**src/rfp_pkg.sv**
```systemverilog
// ----------------------------------------------------------------------------
// rfp_pkg
// Shared codes and constants of the range frame parser.
// ----------------------------------------------------------------------------
package rfp_pkg;

    // Input operation codes
    localparam logic [1:0] OP_BYTE  = 2'd0;
    localparam logic [1:0] OP_TICK  = 2'd1;
    localparam logic [1:0] OP_START = 2'd2;

    // Phase codes
    localparam logic [1:0] PH_IDLE   = 2'd0;
    localparam logic [1:0] PH_SEEK   = 2'd1;
    localparam logic [1:0] PH_DIGITS = 2'd2;

    // Result status codes
    localparam logic [1:0] ST_OK        = 2'd0;
    localparam logic [1:0] ST_CORRUPT   = 2'd1;
    localparam logic [1:0] ST_TO_SEEK   = 2'd2;
    localparam logic [1:0] ST_TO_DIGITS = 2'd3;

    // ASCII characters of the frame
    localparam logic [7:0] ASCII_ZERO = 8'h30;
    localparam logic [7:0] ASCII_NINE = 8'h39;
    localparam logic [7:0] ASCII_R    = 8'h52;
    localparam logic [7:0] ASCII_CR   = 8'h0D;
    localparam logic [7:0] ASCII_DOT  = 8'h2E;

    // Field widths and limits
    localparam int DIST_W = 14;
    localparam int TICK_W = 16;
    localparam logic [TICK_W-1:0] TIMEOUT_RESET = 16'd3000;
    localparam logic [TICK_W-1:0] TICK_MAX      = 16'hFFFF;
    localparam logic [DIST_W-1:0] DIST_MAX      = 14'd9999;

endpackage

```
**src/range_frame_parser_top.sv**
```systemverilog
// ----------------------------------------------------------------------------
// range_frame_parser_top
// ASCII range sensor frame parser: one measurement per start word.
// ----------------------------------------------------------------------------
// Takes one input word per cycle (start, received byte or millisecond tick)
// and answers with at most one result word in the cycle after acceptance,
// held in an output register. A start word gives a result with sensor_enable
// high; the measurement then ends on NUM_DIGITS digits after a CR 'R' frame
// start (not preceded by '.'), on a non-digit in the digit field, or when the
// tick count reaches r_timeout, each with a result that drops sensor_enable.
// Throughput is one word per cycle: the whole update is a single pass of
// logic between the parser state and the output register, and the input
// stays ready while the output register is empty or being drained.
module range_frame_parser_top #(
    parameter int NUM_DIGITS = 4
) (
    input  logic                         i_clk,
    input  logic                         i_rst_n,
    // configuration
    input  logic                         i_cfg_we,
    input  logic [rfp_pkg::TICK_W-1:0]   i_cfg_data,
    // input channel
    input  logic                         i_in_valid,
    output logic                         o_in_ready,
    input  logic [1:0]                   i_operation,
    input  logic [7:0]                   i_rx_byte,
    // output channel
    output logic                         o_out_valid,
    input  logic                         i_out_ready,
    output logic                         o_done_res,
    output logic [rfp_pkg::DIST_W-1:0]   o_distance,
    output logic [1:0]                   o_status,
    output logic                         o_sensor_enable
);

    localparam int CNT_W = $clog2(NUM_DIGITS + 1);
    localparam logic [CNT_W-1:0] CNT_LAST = CNT_W'(NUM_DIGITS);

    logic [rfp_pkg::TICK_W-1:0] r_timeout;
    logic [1:0]                 r_phase,  n_phase;
    logic [7:0]                 r_prev,   n_prev;
    logic [7:0]                 r_prev2,  n_prev2;
    logic [CNT_W-1:0]           r_count,  n_count;
    logic [rfp_pkg::DIST_W-1:0] r_acc,    n_acc;
    logic [rfp_pkg::TICK_W-1:0] r_ticks,  n_ticks;

    logic                       r_out_valid;
    logic                       r_done,   n_done;
    logic [rfp_pkg::DIST_W-1:0] r_dist,   n_dist;
    logic [1:0]                 r_status, n_status;
    logic                       r_enable, n_enable;
    logic                       n_emit;

    logic                       accept;
    logic [rfp_pkg::TICK_W-1:0] tick_inc;
    logic                       is_digit;
    logic [rfp_pkg::DIST_W+3:0] acc_mul;
    logic [CNT_W-1:0]           count_inc;

    assign o_in_ready = !r_out_valid || i_out_ready;
    assign accept     = i_in_valid && o_in_ready;

    // Saturating tick count, digit test and next accumulator value
    assign tick_inc  = (r_ticks == rfp_pkg::TICK_MAX) ? r_ticks : r_ticks + 1'b1;
    assign is_digit  = (i_rx_byte >= rfp_pkg::ASCII_ZERO) &&
                       (i_rx_byte <= rfp_pkg::ASCII_NINE);
    assign acc_mul   = {1'b0, r_acc, 3'b000} + {3'b000, r_acc, 1'b0}
                     + {14'd0, 4'(i_rx_byte - rfp_pkg::ASCII_ZERO)};
    assign count_inc = r_count + 1'b1;

    // Parser update for one word
    always_comb begin
        n_phase  = r_phase;
        n_prev   = r_prev;
        n_prev2  = r_prev2;
        n_count  = r_count;
        n_acc    = r_acc;
        n_ticks  = r_ticks;
        n_emit   = 1'b0;
        n_done   = 1'b1;
        n_dist   = '0;
        n_status = rfp_pkg::ST_OK;
        n_enable = 1'b0;
        if (i_operation == rfp_pkg::OP_START) begin
            n_phase  = rfp_pkg::PH_SEEK;
            n_prev   = rfp_pkg::ASCII_ZERO;
            n_prev2  = rfp_pkg::ASCII_ZERO;
            n_count  = '0;
            n_acc    = '0;
            n_ticks  = '0;
            n_emit   = 1'b1;
            n_done   = 1'b0;
            n_enable = 1'b1;
        end else if (i_operation == rfp_pkg::OP_TICK && r_phase != rfp_pkg::PH_IDLE) begin
            n_ticks = tick_inc;
            if (tick_inc >= r_timeout) begin
                n_phase  = rfp_pkg::PH_IDLE;
                n_emit   = 1'b1;
                n_status = (r_phase == rfp_pkg::PH_SEEK) ? rfp_pkg::ST_TO_SEEK
                                                         : rfp_pkg::ST_TO_DIGITS;
            end
        end else if (i_operation == rfp_pkg::OP_BYTE && r_phase == rfp_pkg::PH_SEEK) begin
            if (i_rx_byte == rfp_pkg::ASCII_R && r_prev == rfp_pkg::ASCII_CR &&
                r_prev2 != rfp_pkg::ASCII_DOT) begin
                n_phase = rfp_pkg::PH_DIGITS;
                n_count = '0;
                n_acc   = '0;
            end else begin
                n_prev2 = r_prev;
                n_prev  = i_rx_byte;
            end
        end else if (i_operation == rfp_pkg::OP_BYTE && r_phase != rfp_pkg::PH_IDLE) begin
            if (is_digit) begin
                n_acc   = acc_mul[rfp_pkg::DIST_W-1:0];
                n_count = count_inc;
                if (count_inc >= CNT_LAST) begin
                    n_phase = rfp_pkg::PH_IDLE;
                    n_emit  = 1'b1;
                    n_dist  = acc_mul[rfp_pkg::DIST_W-1:0];
                end
            end else begin
                n_acc    = '0;
                n_phase  = rfp_pkg::PH_IDLE;
                n_emit   = 1'b1;
                n_status = rfp_pkg::ST_CORRUPT;
            end
        end
    end

    // Hold configuration and parser state
    always_ff @(posedge i_clk) begin
        if (!i_rst_n) begin
            r_timeout <= rfp_pkg::TIMEOUT_RESET;
            r_phase   <= rfp_pkg::PH_IDLE;
            r_prev    <= rfp_pkg::ASCII_ZERO;
            r_prev2   <= rfp_pkg::ASCII_ZERO;
            r_count   <= '0;
            r_acc     <= '0;
            r_ticks   <= '0;
        end else begin
            if (i_cfg_we) begin
                r_timeout <= i_cfg_data;
            end
            if (accept) begin
                r_phase <= n_phase;
                r_prev  <= n_prev;
                r_prev2 <= n_prev2;
                r_count <= n_count;
                r_acc   <= n_acc;
                r_ticks <= n_ticks;
            end
        end
    end

    // Output register: load on accept, drop when taken
    always_ff @(posedge i_clk) begin
        if (!i_rst_n) begin
            r_out_valid <= 1'b0;
        end else if (accept) begin
            r_out_valid <= n_emit;
        end else if (i_out_ready) begin
            r_out_valid <= 1'b0;
        end
    end

    always_ff @(posedge i_clk) begin
        if (accept && n_emit) begin
            r_done   <= n_done;
            r_dist   <= n_dist;
            r_status <= n_status;
            r_enable <= n_enable;
        end
    end

    assign o_out_valid     = r_out_valid;
    assign o_done_res      = r_done;
    assign o_distance      = r_dist;
    assign o_status        = r_status;
    assign o_sensor_enable = r_enable;

endmodule

```
**config.mk**
```make
export PLATFORM = sky130hd
export DESIGN_NAME = range_frame_parser_top
export DESIGN_NICKNAME = d
export VERILOG_FILES = /design/src/rfp_pkg.sv /design/src/range_frame_parser_top.sv
export SDC_FILE = /design/constraint.sdc
export NUM_CORES = 1
export LEC_CHECK = 0
export BUFFER_PORTS_ARGS = -buffer_cell sky130_fd_sc_hd__buf_2
export CAP_MARGIN = 25
export CORE_UTILIZATION = 45
export CTS_BUF_LIST = sky130_fd_sc_hd__clkbuf_8
export DETAILED_ROUTE_END_ITERATION = 10
export PLACE_DENSITY_LB_ADDON = 0.3
export SYNTH_ARGS = -nofsm -noshare
export SYNTH_HDL_FRONTEND = slang
export SYNTH_SLANG_ARGS = --single-unit
```
**constraint.sdc**
```tcl
create_clock -name i_clk -period 8.84 [get_ports i_clk]
set_clock_uncertainty 0.15 [all_clocks]
set_input_delay 0.884 -clock i_clk [delete_from_list [all_inputs] [get_ports i_clk]]
set_output_delay 0.884 -clock i_clk [all_outputs]
set_load 0.01 [all_outputs]
```
==> flow_summary.toml, run 1 <==
[run_status]
status = "completed"

[global_route]
grt_max_degree = 61
first_global_vias = 3671
grt_pass1_wl_mm = 17.5
grt_usage = 0.197
grt_antenna_before_repair = 0
grt.overflow.total = 0

[floorplan]
start_util = 0.466
dieArea_um2 = 11100
die_width_um = 105
die_h_um = 105
io_pins = 51
core_area_um2 = 10300
row_count = 37

[synth]
synth-simple-area-share = 0.207
syn_avg_cell_area_um2 = 9.01
synth_most_common_cell = "dfxtp_1"
synth_edf_count = 18
synthAdderAreaFrac = 0.112
async_reset_ff_frac = 0
ys_ff_latch = 85
syn_area_um2 = 4810
synth.distinct_cells = 62
synthCells = 534
yosysTopAreaCell = "dfxtp_1"
ys.flop_type = "dfxtp_1"
ys_warn_count = 0
synth_compound_area_frac = 0.177
synth_area_leaders = "dfxtp_1 (28%), edfxtp_1 (11%), ha_1 (10%), nor2b_1 (4.6%), nand2_1 (3.7%)"
synth_top_family_by_area = "simple AND/OR/NAND/NOR gates"
synth_fp_nets = 607
synth-xor-area-share = 0.0437
synth_top_cell_area_share = 0.279
seq_area_frac_synth = 0.391
netlist_top_cells_count = "dfxtp_1 (67), nand2_1 (47), ha_1 (40)"
synthMuxAreaShare = 0.0239

[sta]
drv_slew = 0
worst_pin_slew_ps = 905
fin_crit_sh = 0.522
tns_ps = 0
rsz0062_at_grt = "false"
setup_viol_count_final = 0
hold_viol = 0
post-route-min-period_ps = 4610
fmax_mhz = 217
slew_headroom = 0.394

[clock_tree]
post_cts_buffers = 0
clockRootBuffer = "clkbuf_8"
cts_resized = 0
cts_hold_buf = 0
clkLatencyLatePin_ps = 360
clk_pin_slew_ps = 80
htreeDepth = 3
cts_tree = "done"
ctsLongestPathBuffers = 2
cts.sinks = 85
cts_buffers = 9

[worst_setup_path]
crit_path_frequent_cell = "a221oi_1"
slowest_stage = "a221oi_1"
cpPeakStageDelay_ps = 620
cp-end-kind = "flip-flop"
cp_cell_sequence = "and4_4 -> nand3_4 -> or3_1 -> and3_4 -> nand2_1 -> xnor2_1 -> ha_1 -> a21o_1 -> a221oi_1 -> o21ai_0 -> a221oi_1 -> o32ai_1 -> and2_1"
crit_type = "flip-flop to flip-flop"
worst_ep_required_time_ps = 8680
start_kind = "flip-flop"
cp.arrival_ps = 4450
cp_max_fo = 19

[placement]
placed_cell_area_um2 = 5110
dp_hpwl_mm = 7.67
dp_cells = 694
place.port_buffers = 50
gp_congestion = 0.818

[detailed_routing]
viasPerCell = 5.52
routed_wl_mm = 10.4
route.detailed.drc = 0
drtPass1Iterations = 5
post_drt_wl_per_cell_um = 14.7
drt_iter0_markers = 156
via_count = 3922
ant_nets = 0

[cells_and_area]
final_area_um2 = 5340
final_core_util = 0.517
syn_to_final_growth_pct = 11.0
drive_gt1_frac = 0.131
fin_cells = 710
nets = 642
diodes = 0

[worst_hold_path]
min_path_type = "flip-flop to flip-flop"

[pwr]
power_density_nw_per_um2 = 145
clockPowerShare = 0.400
p_sw_uw = 177
peakVddDrop_uv = 63.4
intPower_uw = 599
p_leak_uw = 0.00221
p_seq_frac = 0.527
netSwitchingFraction = 0.229
p_comb_frac = 0.074

[flow_run]
cap_violations = 0
## final timing paths
kind | cells past startpoint | slack (ps) | from | to
max reg2reg | 13 | 4230 | r_ticks[6]$_SDFFE_PN0P_ | o_distance[3]$_SDFFCE_PP0P_
min reg2reg | 2 | 310 | r_prev2[6]$_SDFFE_PN0P_ | r_prev2[6]$_SDFFE_PN0P_
min | 2 | 310 | r_prev2[6]$_SDFFE_PN0P_ | r_prev2[6]$_SDFFE_PN0P_
max | 13 | 4230 | r_ticks[6]$_SDFFE_PN0P_ | o_distance[3]$_SDFFCE_PP0P_
## sequential cells by signal, indices dropped and copies added, names as in the netlist
signal and count:
o_done_res 1, r_count 3, r_acc 13, o_sensor_enable 1
r_timeout 16, r_prev 8, r_ticks 16, o_distance 14
r_prev2 8, o_out_valid 1, o_status 2, r_phase 2
## power groups by stage
stage	registers, uW	clock network, uW	logic, uW
finish	408	310	57.1
global route	410	334	64.9
CTS	408	317	57.4
detailed placement	417	0	57.1
global placement	417	0	56.0
floorplan	417	0	37.2
## layer usage
layer	vias to the layer above	track usage	part of all wire
met5	-	0	0
met4	0	0.0835	0.017
met3	16	0.0309	0.041
met2	98	0.317	0.47
met1	1822	0.262	0.48
li1	1986	-	-
## kinds of logic after synthesis
family | after synthesis
flip-flops | 85
XOR/XNOR | 24
AND/OR/NAND/NOR | 191
buffers and inverters | 52
AO/OA/AOI/OAI | 129
multiplexers | 11
adder cells (fa/ha/maj) | 42
## placed cells by master, fill, tap and decap left out, drive strengths merged, types with 3 or more instances in the layout
| master | n |
|---|---|
| o2111ai | 3 |
| ha | 40 |
| and2 | 4 |
| nor4 | 5 |
| nand3 | 24 |
| a22o | 3 |
| xnor2 | 19 |
| edfxtp | 18 |
| nor3 | 13 |
| o211ai | 7 |
| inv | 26 |
| xor2 | 5 |
| o21ai | 28 |
| nand2 | 47 |
| a21oi | 23 |
| o31ai | 5 |
| clkbuf | 11 |
| nor2 | 37 |
| nand4 | 4 |
| a22oi | 10 |
| a21o | 5 |
| buf | 51 |
| a31oi | 9 |
| nor2b | 35 |
| a21boi | 13 |
| a211oi | 5 |
| dfxtp | 67 |
| mux2i | 10 |
| nand2b | 5 |
| and3 | 8 |
| o21a | 5 |
## critical path: cells and delay by family (launching register included)
kind / cells / cell delay, ps
simple gates: 6 / 1870
compound gates: 5 / 1330
flops: 1 / 470
fa+ha+maj: 1 / 270
xor+xnor: 1 / 140
## area by class of cell
type | instances | area (um2)
fill | 970 | 4980
multi-input combinational | 397 | 2710
clock inverter | 5 | 73.8
timing repair buffer | 51 | 258
clock buffer | 11 | 151
inverter | 25 | 93.8
tap | 136 | 170
sequential | 85 | 1880
## through the flow
| stage | setup WS [ps] | power [uW] | hold slack [ps] |
|---|---|---|---|
| after floorplan | 5120 | 455 | 281 |
| after global placement | 4460 | 473 | 290 |
| after detailed placement | 4220 | 475 | 301 |
| after CTS | 4210 | 783 | 312 |
| after global routing | 3890 | 809 | 344 |
| final | 4230 | 776 | 312 |
Power figures use the tool's default switching activity.
==> inputs of run 2 (changes only) <==
- ABC_AREA: not set -> 1
- clock period: 8.84 -> 4.7 ns (I/O delays scaled with it)
==> flow_summary.toml, run 2 <==
[placement]
dp_cells = 824
gp_congestion = 0.867
dp_hpwl_mm = 7.80
place.port_buffers = 50

[synth]
syn_avg_cell_area_um2 = 7.46
synth_fp_nets = 726
yosysTopAreaCell = "dfxtp_1"
ys_ff_latch = 85
syn_area_um2 = 4870
synthCells = 653
synth_most_common_cell = "nand2_1"
synth.distinct_cells = 41
ys.flop_type = "dfxtp_1"
async_reset_ff_frac = 0
synth_area_leaders = "dfxtp_1 (28%), nand2_1 (13%), edfxtp_1 (11%), ha_1 (10%), a21oi_1 (7.6%)"
seq_area_frac_synth = 0.387
synth_edf_count = 18
synth_top_cell_area_share = 0.276
ys_warn_count = 0
netlist_top_cells_count = "nand2_1 (167), inv_1 (78), a21oi_1 (74)"

[clock_tree]
cts_tree = "done"
cts_buffers = 9
ctsLongestPathBuffers = 2
post_cts_buffers = 0
cts_resized = 0
clockRootBuffer = "clkbuf_8"
htreeDepth = 3
clkLatencyLatePin_ps = 370
cts.sinks = 85
clk_pin_slew_ps = 90
cts_hold_buf = 0

[pwr]
p_leak_uw = 0.00250
power_density_nw_per_um2 = 253
p_seq_frac = 0.566
peakVddDrop_uv = 159
clockPowerShare = 0.344
power_uw = 1360
p_comb_frac = 0.090
intPower_uw = 997
netSwitchingFraction = 0.269
p_sw_uw = 367

[global_route]
grt_pass1_wl_mm = 17.6
grt_antenna_before_repair = 0
grt.overflow.total = 0
first_global_vias = 3838
grt_usage = 0.196
grt_max_degree = 41

[detailed_routing]
viasPerCell = 5.08
ant_nets = 0
drtPass1Iterations = 5
route.detailed.drc = 0
via_count = 4266
routed_wl_mm = 10.2
drt_iter0_markers = 242
post_drt_wl_per_cell_um = 12.2

[sta]
rsz0062_at_grt = "false"
worst_pin_slew_ps = 767
fin_crit_sh = 0.777
hold_viol = 0
holdWs_ps = 160
drv_slew = 0
fmax_mhz = 274
setup_viol_count_final = 0
post-route-min-period_ps = 3650
slew_headroom = 0.488
tns_ps = 0

[floorplan]
dieArea_um2 = 11200
die_width_um = 106
die_h_um = 106
start_util = 0.467
row_count = 37
core_area_um2 = 10400
io_pins = 51

[worst_hold_path]
min_path_type = "primary input to flip-flop"

[worst_setup_path]
start_kind = "flip-flop"
crit_type = "flip-flop to flip-flop"
worst_ep_required_time_ps = 4550
cp.arrival_ps = 3500
cp_max_fo = 19
cp-end-kind = "flip-flop"

[cells_and_area]
drive_gt1_frac = 0.139
nets = 772
final_common_cell = "nand2_1"
fin_cells = 840
final_core_util = 0.517
final_cell_mix = "nand2_1 (167), inv_1 (78), a21oi_1 (74), dfxtp_1 (67), nor2_1 (51)"
diodes = 0
syn_to_final_growth_pct = 10.7
fillCellCount = 1016

[run_status]
status = "completed"

[flow_run]
cap_violations = 0
==> run 2: cell types whose count changed after synthesis, sizes merged, moves of 11 or more <==
cell and change:
nand2 +125, inv +62, a21oi +53, nor2b -35, nor2 +22, xnor2 -15, nand3 +13, a21boi -12
nor3 -11
==> run 2: worst paths after layout <==
| check | from | end | slack, ps | cells after the start |
|---|---|---|---|---|
| max | r_ticks[0]$_SDFFE_PN0P_ | o_distance[12]$_SDFFCE_PP0P_ | 1050 | 17 |
| min | i_cfg_data[7] | r_timeout[7]$_SDFFE_PN1P_ | 160 | 3 |
| max reg2reg | r_ticks[0]$_SDFFE_PN0P_ | o_distance[12]$_SDFFCE_PP0P_ | 1050 | 17 |
| min reg2reg | r_prev2[0]$_SDFFE_PN0P_ | r_prev2[0]$_SDFFE_PN0P_ | 320 | 2 |
==> run 2: final cells by class <==
type / count / area, um2 / area share
inverters: 88 / 330 / 0.0613
clock buffers: 9 / 124 / 0.0230
flip-flops and latches: 85 / 1880 / 0.349
repair buffers: 51 / 258 / 0.0478
multi-input cells: 464 / 2580 / 0.478
clock inverters: 7 / 50.0 / 0.00929
well taps: 136 / 170 / 0.0316
==> run 2: kinds of logic after synthesis <==
| family | count (synthesis) | share of synthesized area |
|---|---|---|
| buf+inv | 104 | 0.0843 |
| simple gates | 284 | 0.249 |
| flops | 85 | 0.387 |
| compound gates | 123 | 0.142 |
| fa+ha+maj | 42 | 0.111 |
| xor+xnor | 15 | 0.0270 |
==> run 2: power by group through the flow <==
stage | registers (uW) | clock network (uW) | logic [uW]
CTS | 773 | 486 | 124
detailed placement | 790 | 0 | 123
finish | 773 | 469 | 123
global placement | 789 | 0 | 120
global route | 775 | 511 | 140
floorplan | 791 | 0 | 80.3
==> run 2: metrics by stage <==
stage	setup slack, ps	area, um2
floorplan	1630	4870
global placement	1150	5220
detailed placement	1010	5220
CTS	993	5390
global route	619	5390
finish	1050	5390
==> run 2: worst max-delay path, stage by stage, from the launching register on <==
cell and delay (ps):
dfxtp_1 400, ha_1 210, nand2_1 60, inv_1 100
nand4_2 160, nor2_4 180, nand3_1 100, xor2_1 150
nand2_1 90, ha_1 280, nand2_1 80, nor4_1 370
nand2_1 120, nand2_1 70, nand2_1 70, nand2_1 70
nand2_1 60, inv_1 560
==> run 2: metal layers <==
metal  track usage  share of wire  vias to the layer above
met3        0.0288          0.038                       18
met4        0.0843          0.020                        0
met5             0              0                        -
met2         0.324           0.46                       75
li1              -              -                     2230
met1         0.256           0.48                     1943
